$ cat src/npt_pkg.sv
`timescale 1ns / 1ps
// ----------------------------------------------------------------------------
// npt_pkg
// shared types and constants for the trial division prime engine
// ----------------------------------------------------------------------------
package npt_pkg;

	localparam int VALUE_BITS = 31;
	localparam int CNT_BITS   = $clog2(VALUE_BITS);

	typedef enum logic {
		FUNC_TEST = 1'b0,
		FUNC_NEXT = 1'b1
	} func_t;

	typedef struct packed {
		logic                  func;
		logic [VALUE_BITS-1:0] value;
	} cmd_t;

	typedef struct packed {
		logic                  is_prime_flag;
		logic [VALUE_BITS-1:0] result_value;
		logic                  overflow;
	} result_t;

	typedef enum logic [2:0] {
		ST_IDLE,
		ST_CHECK,
		ST_DIV,
		ST_WAIT,
		ST_VERDICT
	} state_t;

endpackage

$ cat src/npt_div.sv
`timescale 1ns / 1ps
// ----------------------------------------------------------------------------
// npt_div
// restoring divider, one quotient bit per cycle, quotient and remainder
// ----------------------------------------------------------------------------
module npt_div import npt_pkg::*; (
	input  logic                  clk,
	input  logic                  arst_n,
	input  logic                  start,
	input  logic [VALUE_BITS-1:0] dividend,
	input  logic [VALUE_BITS-1:0] divisor,
	output logic                  done,
	output logic [VALUE_BITS-1:0] quotient,
	output logic [VALUE_BITS-1:0] remainder
);

	logic                  run_q;
	logic                  done_q;
	logic [CNT_BITS-1:0]   cnt_q;
	logic [VALUE_BITS-1:0] quo_q;
	logic [VALUE_BITS-1:0] rem_q;
	logic [VALUE_BITS:0]   trial;
	logic [VALUE_BITS:0]   diff;
	logic                  fits;

	assign trial = {rem_q, quo_q[VALUE_BITS-1]};
	assign diff  = trial - {1'b0, divisor};
	assign fits  = !diff[VALUE_BITS];

	always_ff @(posedge clk or negedge arst_n) begin
		if (!arst_n) begin
			run_q  <= 1'b0;
			done_q <= 1'b0;
			cnt_q  <= '0;
		end else begin
			done_q <= 1'b0;
			if (start) begin
				run_q <= 1'b1;
				cnt_q <= CNT_BITS'(VALUE_BITS - 1);
			end else if (run_q) begin
				cnt_q <= cnt_q - 1'b1;
				if (cnt_q == '0) begin
					run_q  <= 1'b0;
					done_q <= 1'b1;
				end
			end
		end
	end

	always_ff @(posedge clk) begin
		if (start) begin
			quo_q <= dividend;
			rem_q <= '0;
		end else if (run_q) begin
			quo_q <= {quo_q[VALUE_BITS-2:0], fits};
			rem_q <= fits ? diff[VALUE_BITS-1:0] : trial[VALUE_BITS-1:0];
		end
	end

	assign done      = done_q;
	assign quotient  = quo_q;
	assign remainder = rem_q;

endmodule

$ cat src/next_prime_trial_division.sv
`timescale 1ns / 1ps
// ----------------------------------------------------------------------------
// next_prime_trial_division
// primality test and next prime search by trial division over odd divisors
// ----------------------------------------------------------------------------
// channel   signals              transfer
// command   start, busy, cmd     edge with start high and busy low
// result    done, result         edge ending the single cycle done is high
//
// each divisor trial starts the shared bit-serial divider in ST_DIV and
// waits in ST_WAIT; a candidate passes ST_CHECK, its trials and ST_VERDICT,
// and a next prime search repeats that for each candidate tried.
// busy stays high from the command transfer until the result is registered.
// reset clears the sequencer; no result is pending after reset.
// the receiver cannot stall: each result is shown for one cycle only.
// ----------------------------------------------------------------------------
module next_prime_trial_division import npt_pkg::*; (
	input  logic    clk,
	input  logic    arst_n,
	input  logic    start,
	output logic    busy,
	input  cmd_t    cmd,
	output logic    done,
	output result_t result
);

	state_t                state_q, state_d;
	logic                  func_q;
	logic [VALUE_BITS-1:0] value_q;
	logic [VALUE_BITS:0]   cand_q;
	logic [VALUE_BITS-1:0] d_q;
	logic                  prime_q;
	logic                  done_q;
	result_t               result_q;

	logic                  div_start;
	logic                  div_done;
	logic [VALUE_BITS-1:0] div_quo;
	logic [VALUE_BITS-1:0] div_rem;

	logic                  accept;
	logic                  d_init;
	logic                  d_step;
	logic                  set_prime;
	logic                  prime_val;
	logic                  cand_inc;
	logic                  finish;
	result_t               result_d;

	assign accept = start && !busy;

	npt_div u_div (
		.clk       (clk),
		.arst_n    (arst_n),
		.start     (div_start),
		.dividend  (cand_q[VALUE_BITS-1:0]),
		.divisor   (d_q),
		.done      (div_done),
		.quotient  (div_quo),
		.remainder (div_rem)
	);

	// next state
	always_comb begin
		state_d = state_q;
		case (state_q)
			ST_IDLE: begin
				if (start) state_d = ST_CHECK;
			end
			ST_CHECK: begin
				if (cand_q[VALUE_BITS]) state_d = ST_IDLE;
				else if (cand_q[VALUE_BITS:1] == '0 || !cand_q[0]) state_d = ST_VERDICT;
				else state_d = ST_DIV;
			end
			ST_DIV: begin
				state_d = ST_WAIT;
			end
			ST_WAIT: begin
				if (div_done) begin
					if (d_q > div_quo || div_rem == '0) state_d = ST_VERDICT;
					else state_d = ST_DIV;
				end
			end
			ST_VERDICT: begin
				if (func_q == FUNC_TEST || prime_q) state_d = ST_IDLE;
				else state_d = ST_CHECK;
			end
			default: state_d = ST_IDLE;
		endcase
	end

	// sequencer outputs
	always_comb begin
		div_start = 1'b0;
		d_init    = 1'b0;
		d_step    = 1'b0;
		set_prime = 1'b0;
		prime_val = 1'b0;
		cand_inc  = 1'b0;
		finish    = 1'b0;
		result_d  = '0;
		case (state_q)
			ST_CHECK: begin
				if (cand_q[VALUE_BITS]) begin
					finish            = 1'b1;
					result_d.overflow = 1'b1;
				end else if (cand_q[VALUE_BITS:1] == '0) begin
					set_prime = 1'b1;
				end else if (!cand_q[0]) begin
					set_prime = 1'b1;
					prime_val = (cand_q[VALUE_BITS:1] == (VALUE_BITS)'(1));
				end else begin
					d_init = 1'b1;
				end
			end
			ST_DIV: begin
				div_start = 1'b1;
			end
			ST_WAIT: begin
				if (div_done) begin
					if (d_q > div_quo) begin
						set_prime = 1'b1;
						prime_val = 1'b1;
					end else if (div_rem == '0) begin
						set_prime = 1'b1;
					end else begin
						d_step = 1'b1;
					end
				end
			end
			ST_VERDICT: begin
				if (func_q == FUNC_TEST) begin
					finish                 = 1'b1;
					result_d.is_prime_flag = prime_q;
					result_d.result_value  = value_q;
				end else if (prime_q) begin
					finish                 = 1'b1;
					result_d.is_prime_flag = 1'b1;
					result_d.result_value  = cand_q[VALUE_BITS-1:0];
				end else begin
					cand_inc = 1'b1;
				end
			end
			default: begin
			end
		endcase
	end

	always_ff @(posedge clk or negedge arst_n) begin
		if (!arst_n) begin
			state_q <= ST_IDLE;
			done_q  <= 1'b0;
		end else begin
			state_q <= state_d;
			done_q  <= finish;
		end
	end

	always_ff @(posedge clk) begin
		if (accept) begin
			func_q  <= cmd.func;
			value_q <= cmd.value;
			cand_q  <= (cmd.func == FUNC_NEXT) ? ({1'b0, cmd.value} + 1'b1) : {1'b0, cmd.value};
		end else if (cand_inc) begin
			cand_q <= cand_q + 1'b1;
		end
		if (d_init) d_q <= (VALUE_BITS)'(3);
		else if (d_step) d_q <= d_q + (VALUE_BITS)'(2);
		if (set_prime) prime_q <= prime_val;
		if (finish) result_q <= result_d;
	end

	assign busy   = (state_q != ST_IDLE);
	assign done   = done_q;
	assign result = result_q;

`ifndef SYNTHESIS
	a_single_strobe: assert property (@(posedge clk) disable iff (!arst_n)
		done |=> !done) else $error("result strobe longer than one cycle");
	a_overflow_zero: assert property (@(posedge clk) disable iff (!arst_n)
		done && result.overflow |-> result.result_value == '0 && !result.is_prime_flag)
		else $error("overflow result carries data");
	a_busy_after_cmd: assert property (@(posedge clk) disable iff (!arst_n)
		start && !busy |=> busy) else $error("command transfer did not raise busy");
	a_rem_below_div: assert property (@(posedge clk) disable iff (!arst_n)
		div_done |-> div_rem < d_q) else $error("divider remainder not below divisor");
`endif

endmodule

$ cat config.mk
export PLATFORM = sky130hd
export DESIGN_NAME = next_prime_trial_division
export DESIGN_NICKNAME = d
export VERILOG_FILES = /design/src/npt_pkg.sv /design/src/npt_div.sv /design/src/next_prime_trial_division.sv
export SDC_FILE = /design/constraint.sdc
export NUM_CORES = 1
export LEC_CHECK = 0
export BUFFER_PORTS_ARGS = -buffer_cell sky130_fd_sc_hd__buf_2
export CELL_PAD_IN_SITES_DETAIL_PLACEMENT = 1
export CELL_PAD_IN_SITES_GLOBAL_PLACEMENT = 2
export CORE_ASPECT_RATIO = 1.1
export CORE_UTILIZATION = 36
export CTS_BUF_LIST = sky130_fd_sc_hd__clkbuf_16
export CTS_CLUSTER_SIZE = 20
export DETAILED_ROUTE_END_ITERATION = 10
export PLACE_DENSITY = 0.74
export SETUP_SLACK_MARGIN = 0.02
export SLEW_MARGIN = 30
export SYNTH_ARGS = -nofsm -noshare
export SYNTH_HDL_FRONTEND = slang
export SYNTH_HIERARCHICAL = 1
export SYNTH_SLANG_ARGS = --single-unit
$ cat constraint.sdc
create_clock -name clk -period 3.7 [get_ports clk]
set_input_delay 1.11 -clock clk [delete_from_list [all_inputs] [get_ports clk]]
set_output_delay 1.11 -clock clk [all_outputs]
set_load 0.02 [all_outputs]
[Word-level counts from Yosys, hierarchy flattened]
Cells that the tools add are included.
Cells by class
  add/sub/neg operators: 5
  $mul: 0
  divide/modulo/power cells: 0
  magnitude comparators: 1
  equality and inequality tests: 7
  shift operators: 0
  multiplexer cells: 52
  bitwise operators: 1
  reduce and logical (&&, ||, !) cells: 15
Operator list (number)
  two-way mux 32 bit: 5
  two-way mux 31 bit: 3
  zero test 31 bit: 2
  two-way mux 1 bit: 33
  adder 31 x 1 -> 32 bit (second input constant): 1
  adder 32 x 1 -> 32 bit (second input constant): 1
  subtractor 32 x 31 -> 32 bit: 1
  adder 31 x 2 -> 31 bit (second input constant): 1
  equality test 31 x 1 -> 1 bit (second input constant): 1
  greater-than comparator 31 bit: 1
  two-way mux 3 bit: 5
  case mux 3 bit (5 select lines): 1
  two-way mux 5 bit: 2
  equality test 3 x 2 -> 1 bit (second input constant): 2
  case mux 1 bit (2 select lines): 3
  zero test 5 bit: 1
  subtractor 5 x 1 -> 5 bit (second input constant): 1
  nonzero test 2 bit: 2
  equality test 3 x 1 -> 1 bit (second input constant): 1
  equality test 3 bit (second input constant): 1
  zero test 1 bit: 3
  zero test 3 bit: 1
  logical OR 1 bit: 3
  nonzero test 3 bit: 1
  5 further kinds: 5
Storage, ports and cells
  flip-flop bits (word level): 202
  bits in latches: 0
  RAM bits: 0
  ROM bits: 0
  input bits: 35
  output and inout bits: 35
  word-level logic and storage cells: 96
  memories: 0

[Logic depth before layout (Yosys ltp)]
  word-level depth: 5
  depth in mapped cells: 14

[Cells and area by module]
The synthesis kept the hierarchy.
By module, submodules not included
  next_prime_trial_division: times used 1, cells each 820, area an instance 8131.5 sq um, sequential area each 3643.5 sq um
  npt_div: times used 1, cells each 542, area an instance 4884.7 sq um, sequential area each 1726.7 sq um

[Worst setup path before layout]
Ideal clock, no wire load.
  path kind: input port to flip-flop
  start: in start
  end: reg cand_q[0] (enable)
  arrival time: 3.452 ns
  data required time: 3.234 ns
  setup slack: -0.218 ns
  stages: 2
  buffers on the path: 0
  cells stage by stage: inv_1 o21ai_0
On the way
  cells in the longest elaborated chain, start to end: 2
Ends and longest elaborated chain
  from (decl): RTL line next_prime_trial_division.sv:20  | input logic start,
  logical AND 1 bit: RTL line next_prime_trial_division.sv:50  | assign accept = start && !busy;
  nonzero test 2 bit (no line)
  to (signal assigned): RTL line next_prime_trial_division.sv:163  | cand_q <= (cmd.func == FUNC_NEXT) ? ({1'b0, cmd.value} + 1'b1) : {1'b0, cmd.value};
  to (signal assigned): RTL line next_prime_trial_division.sv:165  | cand_q <= cand_q + 1'b1;
  to (decl): RTL line next_prime_trial_division.sv:30  | logic [VALUE_BITS:0] cand_q;
Every way passes these cells.
A chain may end at the register's enable or synchronous reset.

[Final worst setup path]
  start: reg d_q[8]
  end: reg u_div.rem_q[23], in the netlist u_div/remainder[23]
On the way
  cells in the longest elaborated chain, start to end: 2
Ends and longest elaborated chain
  from (decl): RTL line next_prime_trial_division.sv:31  | logic [VALUE_BITS-1:0] d_q;
  from (signal assigned): RTL line next_prime_trial_division.sv:167  | if (d_init) d_q <= (VALUE_BITS)'(3);
  from (signal assigned): RTL line next_prime_trial_division.sv:168  | else if (d_step) d_q <= d_q + (VALUE_BITS)'(2);
  subtractor 32 x 31 -> 32 bit: RTL line npt_div.sv:27  | assign diff = trial - {1'b0, divisor};
  two-way mux 31 bit: RTL line npt_div.sv:56  | rem_q <= fits ? diff[VALUE_BITS-1:0] : trial[VALUE_BITS-1:0];
  to (signal assigned): RTL line npt_div.sv:56
  to (decl): RTL line npt_div.sv:21  | logic [VALUE_BITS-1:0] rem_q;
Every way passes these cells.

==> flow_summary.json <==
{
  "tightest_slew_ns": 0.7646,
  "p_leak_nw": 5.670,
  "crit_type": "flop to flop",
  "grt_setup_unrepaired": "false",
  "rrSetupSlack_ns": 0.35,
  "synth_area_mm2": 0.01302,
  "grt_pass1_wl_um": 59710,
  "ioPinCount": 70,
  "coreArea_mm2": 0.03540,
  "grtUsageTotal_pct": 20.13,
  "syn_inst": 1362,
  "status": "finished, final reports clean",
  "row_count": 72,
  "peakVddDrop_uv": 365.4,
  "crit_fanout": 18,
  "clkTransAtPathRegs_ns": 0.06,
  "cp_data_required_time_ns": 4.11,
  "relSlewSlack_pct": 48.31,
  "yosysWarnings": 6,
  "synth.most_common_cell": "nand2_1",
  "htreeDepth": 1,
  "clockBufferDepth": 3,
  "ys_types": 85,
  "max_freq_mhz": 298.9,
  "dieHeight_um": 201.4,
  "port_buffers": 69,
  "dpl_cell_area_mm2": 0.01394,
  "synth_edf_count": 129,
  "dpl.hpwl_um": 26730,
  "multi_input_area_mm2": 0.007027,
  "cts_tree": "done",
  "ys_ff_latch": 201,
  "clkSinkCount": 201,
  "drtIter0Drc": 619,
  "synthTopCellsByArea": "edfxtp_1 (30%), dfxtp_1 (9.4%), ha_1 (6.3%), nand2_1 (4.4%), mux2i_1 (3.3%)",
  "design.die.area_mm2": 0.03692,
  "clock_skew_ns": 0.02225,
  "finalWirelength_um": 36540,
  "hp-class": "input pin to async pin",
  "gp_congestion": 0.8217,
  "ys_top_cells_by_count": "nand2_1 (152), edfxtp_1 (129), inv_1 (83)",
  "insertion_delay_ns": 0.54,
  "root_buffer": "clkbuf_16",
  "wl_per_cell_um": 19.01,
  "start_kind": "flop",
  "yosys_most_used_dff": "edfxtp_1",
  "drt_drc_violations_left": 0,
  "finalInstanceArea_mm2": 0.01473,
  "fin_setup_tns_ns": 0,
  "fillers": 4032,
  "firstDrtPassIters": 4,
  "cts_resized": 0,
  "num_antenna_cells": 0,
  "fin_crit_ns": 3.345,
  "report.final.slew_viol_count": 0,
  "maxCapViolations": 0,
  "initial_utilization_pct": 36.76,
  "vias": 10270,
  "grt.overflow.total": 0,
  "regArea_mm2": 0.005371,
  "final_nets": 1527,
  "fp.dieW_um": 183.3,
  "via_per_inst": 5.343,
  "synth_nets": 1464,
  "numCtsBuffers": 25,
  "worstSetupEndpointType": "flop",
  "p_per_area_mw_per_mm2": 779.3,
  "hold_buffers": 0,
  "worst_ep_arrival_time_ns": 3.75,
  "synth.avg_cell_area_um2": 9.557,
  "ant_nets": 0,
  "cts_setup_buffers": 0,
  "setup_viol": 0,
  "hold_viol_final": 0,
  "drive_gt1_share_pct": 15.41,
  "area_growth_syn_to_layout_pct": 13.13,
  "yosysSeqAreaShare_pct": 41.26,
  "synthArstFlopShare_pct": 5.473,
  "final.period_utilization_pct": 90.41,
  "yosys.area.top_type_share_pct": 29.76,
  "grt_pass1_vias": 10820,
  "grt_max_degree": 63,
  "antenna_found_initial": 0,
  "yosys.area.top_type": "edfxtp_1"
}
## cells by family (layout without fill, tap and decap cells)
family | Yosys count | in the layout | share of synthesized area, %
AO/OA/AOI/OAI | 214 | 214 | 11.12
XOR/XNOR | 92 | 92 | 6.248
adder cells (fa/ha/maj) | 67 | 67 | 6.498
buffers and inverters | 154 | 233 | 5.152
flip-flops | 201 | 201 | 41.26
multiplexers | 73 | 73 | 5.902
other | 1 | 1 | 0.02881
AND/OR/NAND/NOR | 560 | 560 | 23.79
## placed cells by master, fill, tap and decap left out, types with 33 or more instances in the layout
| master | instances |
|---|---|
| nand2_1 | 152 |
| edfxtp_1 | 129 |
| inv_1 | 88 |
| a21oi_1 | 82 |
| nor2_1 | 75 |
| buf_2 | 69 |
| nand3_1 | 67 |
| ha_1 | 66 |
| nand2b_1 | 65 |
| dfxtp_1 | 61 |
| xnor2_1 | 48 |
| mux2i_1 | 43 |
| xor2_1 | 42 |
| nand4_1 | 34 |
| buf_4 | 33 |
## worst paths after layout
check / endpoint / start / cells after the start
setup / recovery: u_div/remainder[23] / d_q[8] / 12
hold / removal: u_div/run_q / arst_n / 1
setup reg to reg: u_div/remainder[23] / d_q[8] / 12
hold reg to reg: u_div/remainder[21] / u_div/remainder[20] / 2
max in group asynchronous: u_div/run_q / arst_n / 1
min in group clk: u_div/remainder[21] / u_div/remainder[20] / 2
## stage by stage
stage,power [mW],instances,setup slack (ns),hold WS (ns),util (%)
3_3_place_gp,9.009,1878,0.3873,0.4826,39.33
4_1_cts,11.60,1922,0.2895,0.4656,41.56
3_5_place_dp,9.136,1879,0.2878,0.5104,39.36
6_report,11.48,1922,0.3547,0.4779,41.59
2_1_floorplan,7.705,1362,0.6452,0.4600,-
5_1_grt,12.36,1922,0.05942,0.4759,41.59
## power breakdown
| part | internal (mW) | total, mW | switching (mW) |
|---|---|---|---|
| clock network | 1.42 | 2.39 | 0.971 |
| logic | 2.23 | 5.32 | 3.09 |
| registers | 3.21 | 3.76 | 0.550 |
## final cells by class
class	instances	area share [%]
multi-input combinational	1007	47.72
tap	481	4.087
inverter	86	2.192
clock buffer	25	4.248
timing repair buffer	104	4.240
sequential	201	36.48
clock inverter	18	1.037
## metal layers
metal | wire [µm] | track usage, %
met1 | 16970 | 26.49
met2 | 17680 | 34.79
met3 | 1106 | 2.570
met4 | 786 | 4.821
met5 | 0 | 0
## critical path, cell delays in order (launching register included)
cell and delay [ns]:
dfxtp_1 0.43, inv_1 0.10, ha_1 0.41, a21oi_1 0.12, o21ai_1 0.19, or3b_1 0.43, nand3_2 0.09, nand2_2 0.09
a211oi_2 0.45, xor2_2 0.19, buf_4 0.29, nor3_1 0.09, a311o_1 0.32
## state kept, by name, summed over array words and instances, names as in the netlist, 3 cells and up
signal	count
cand_q	32
d_q	30
result	33
state_q	3
u_div/cnt_q	5
u_div/quotient	31
u_div/remainder	31
value_q	31
No activity file was read; power rests on OpenSTA's default activity.
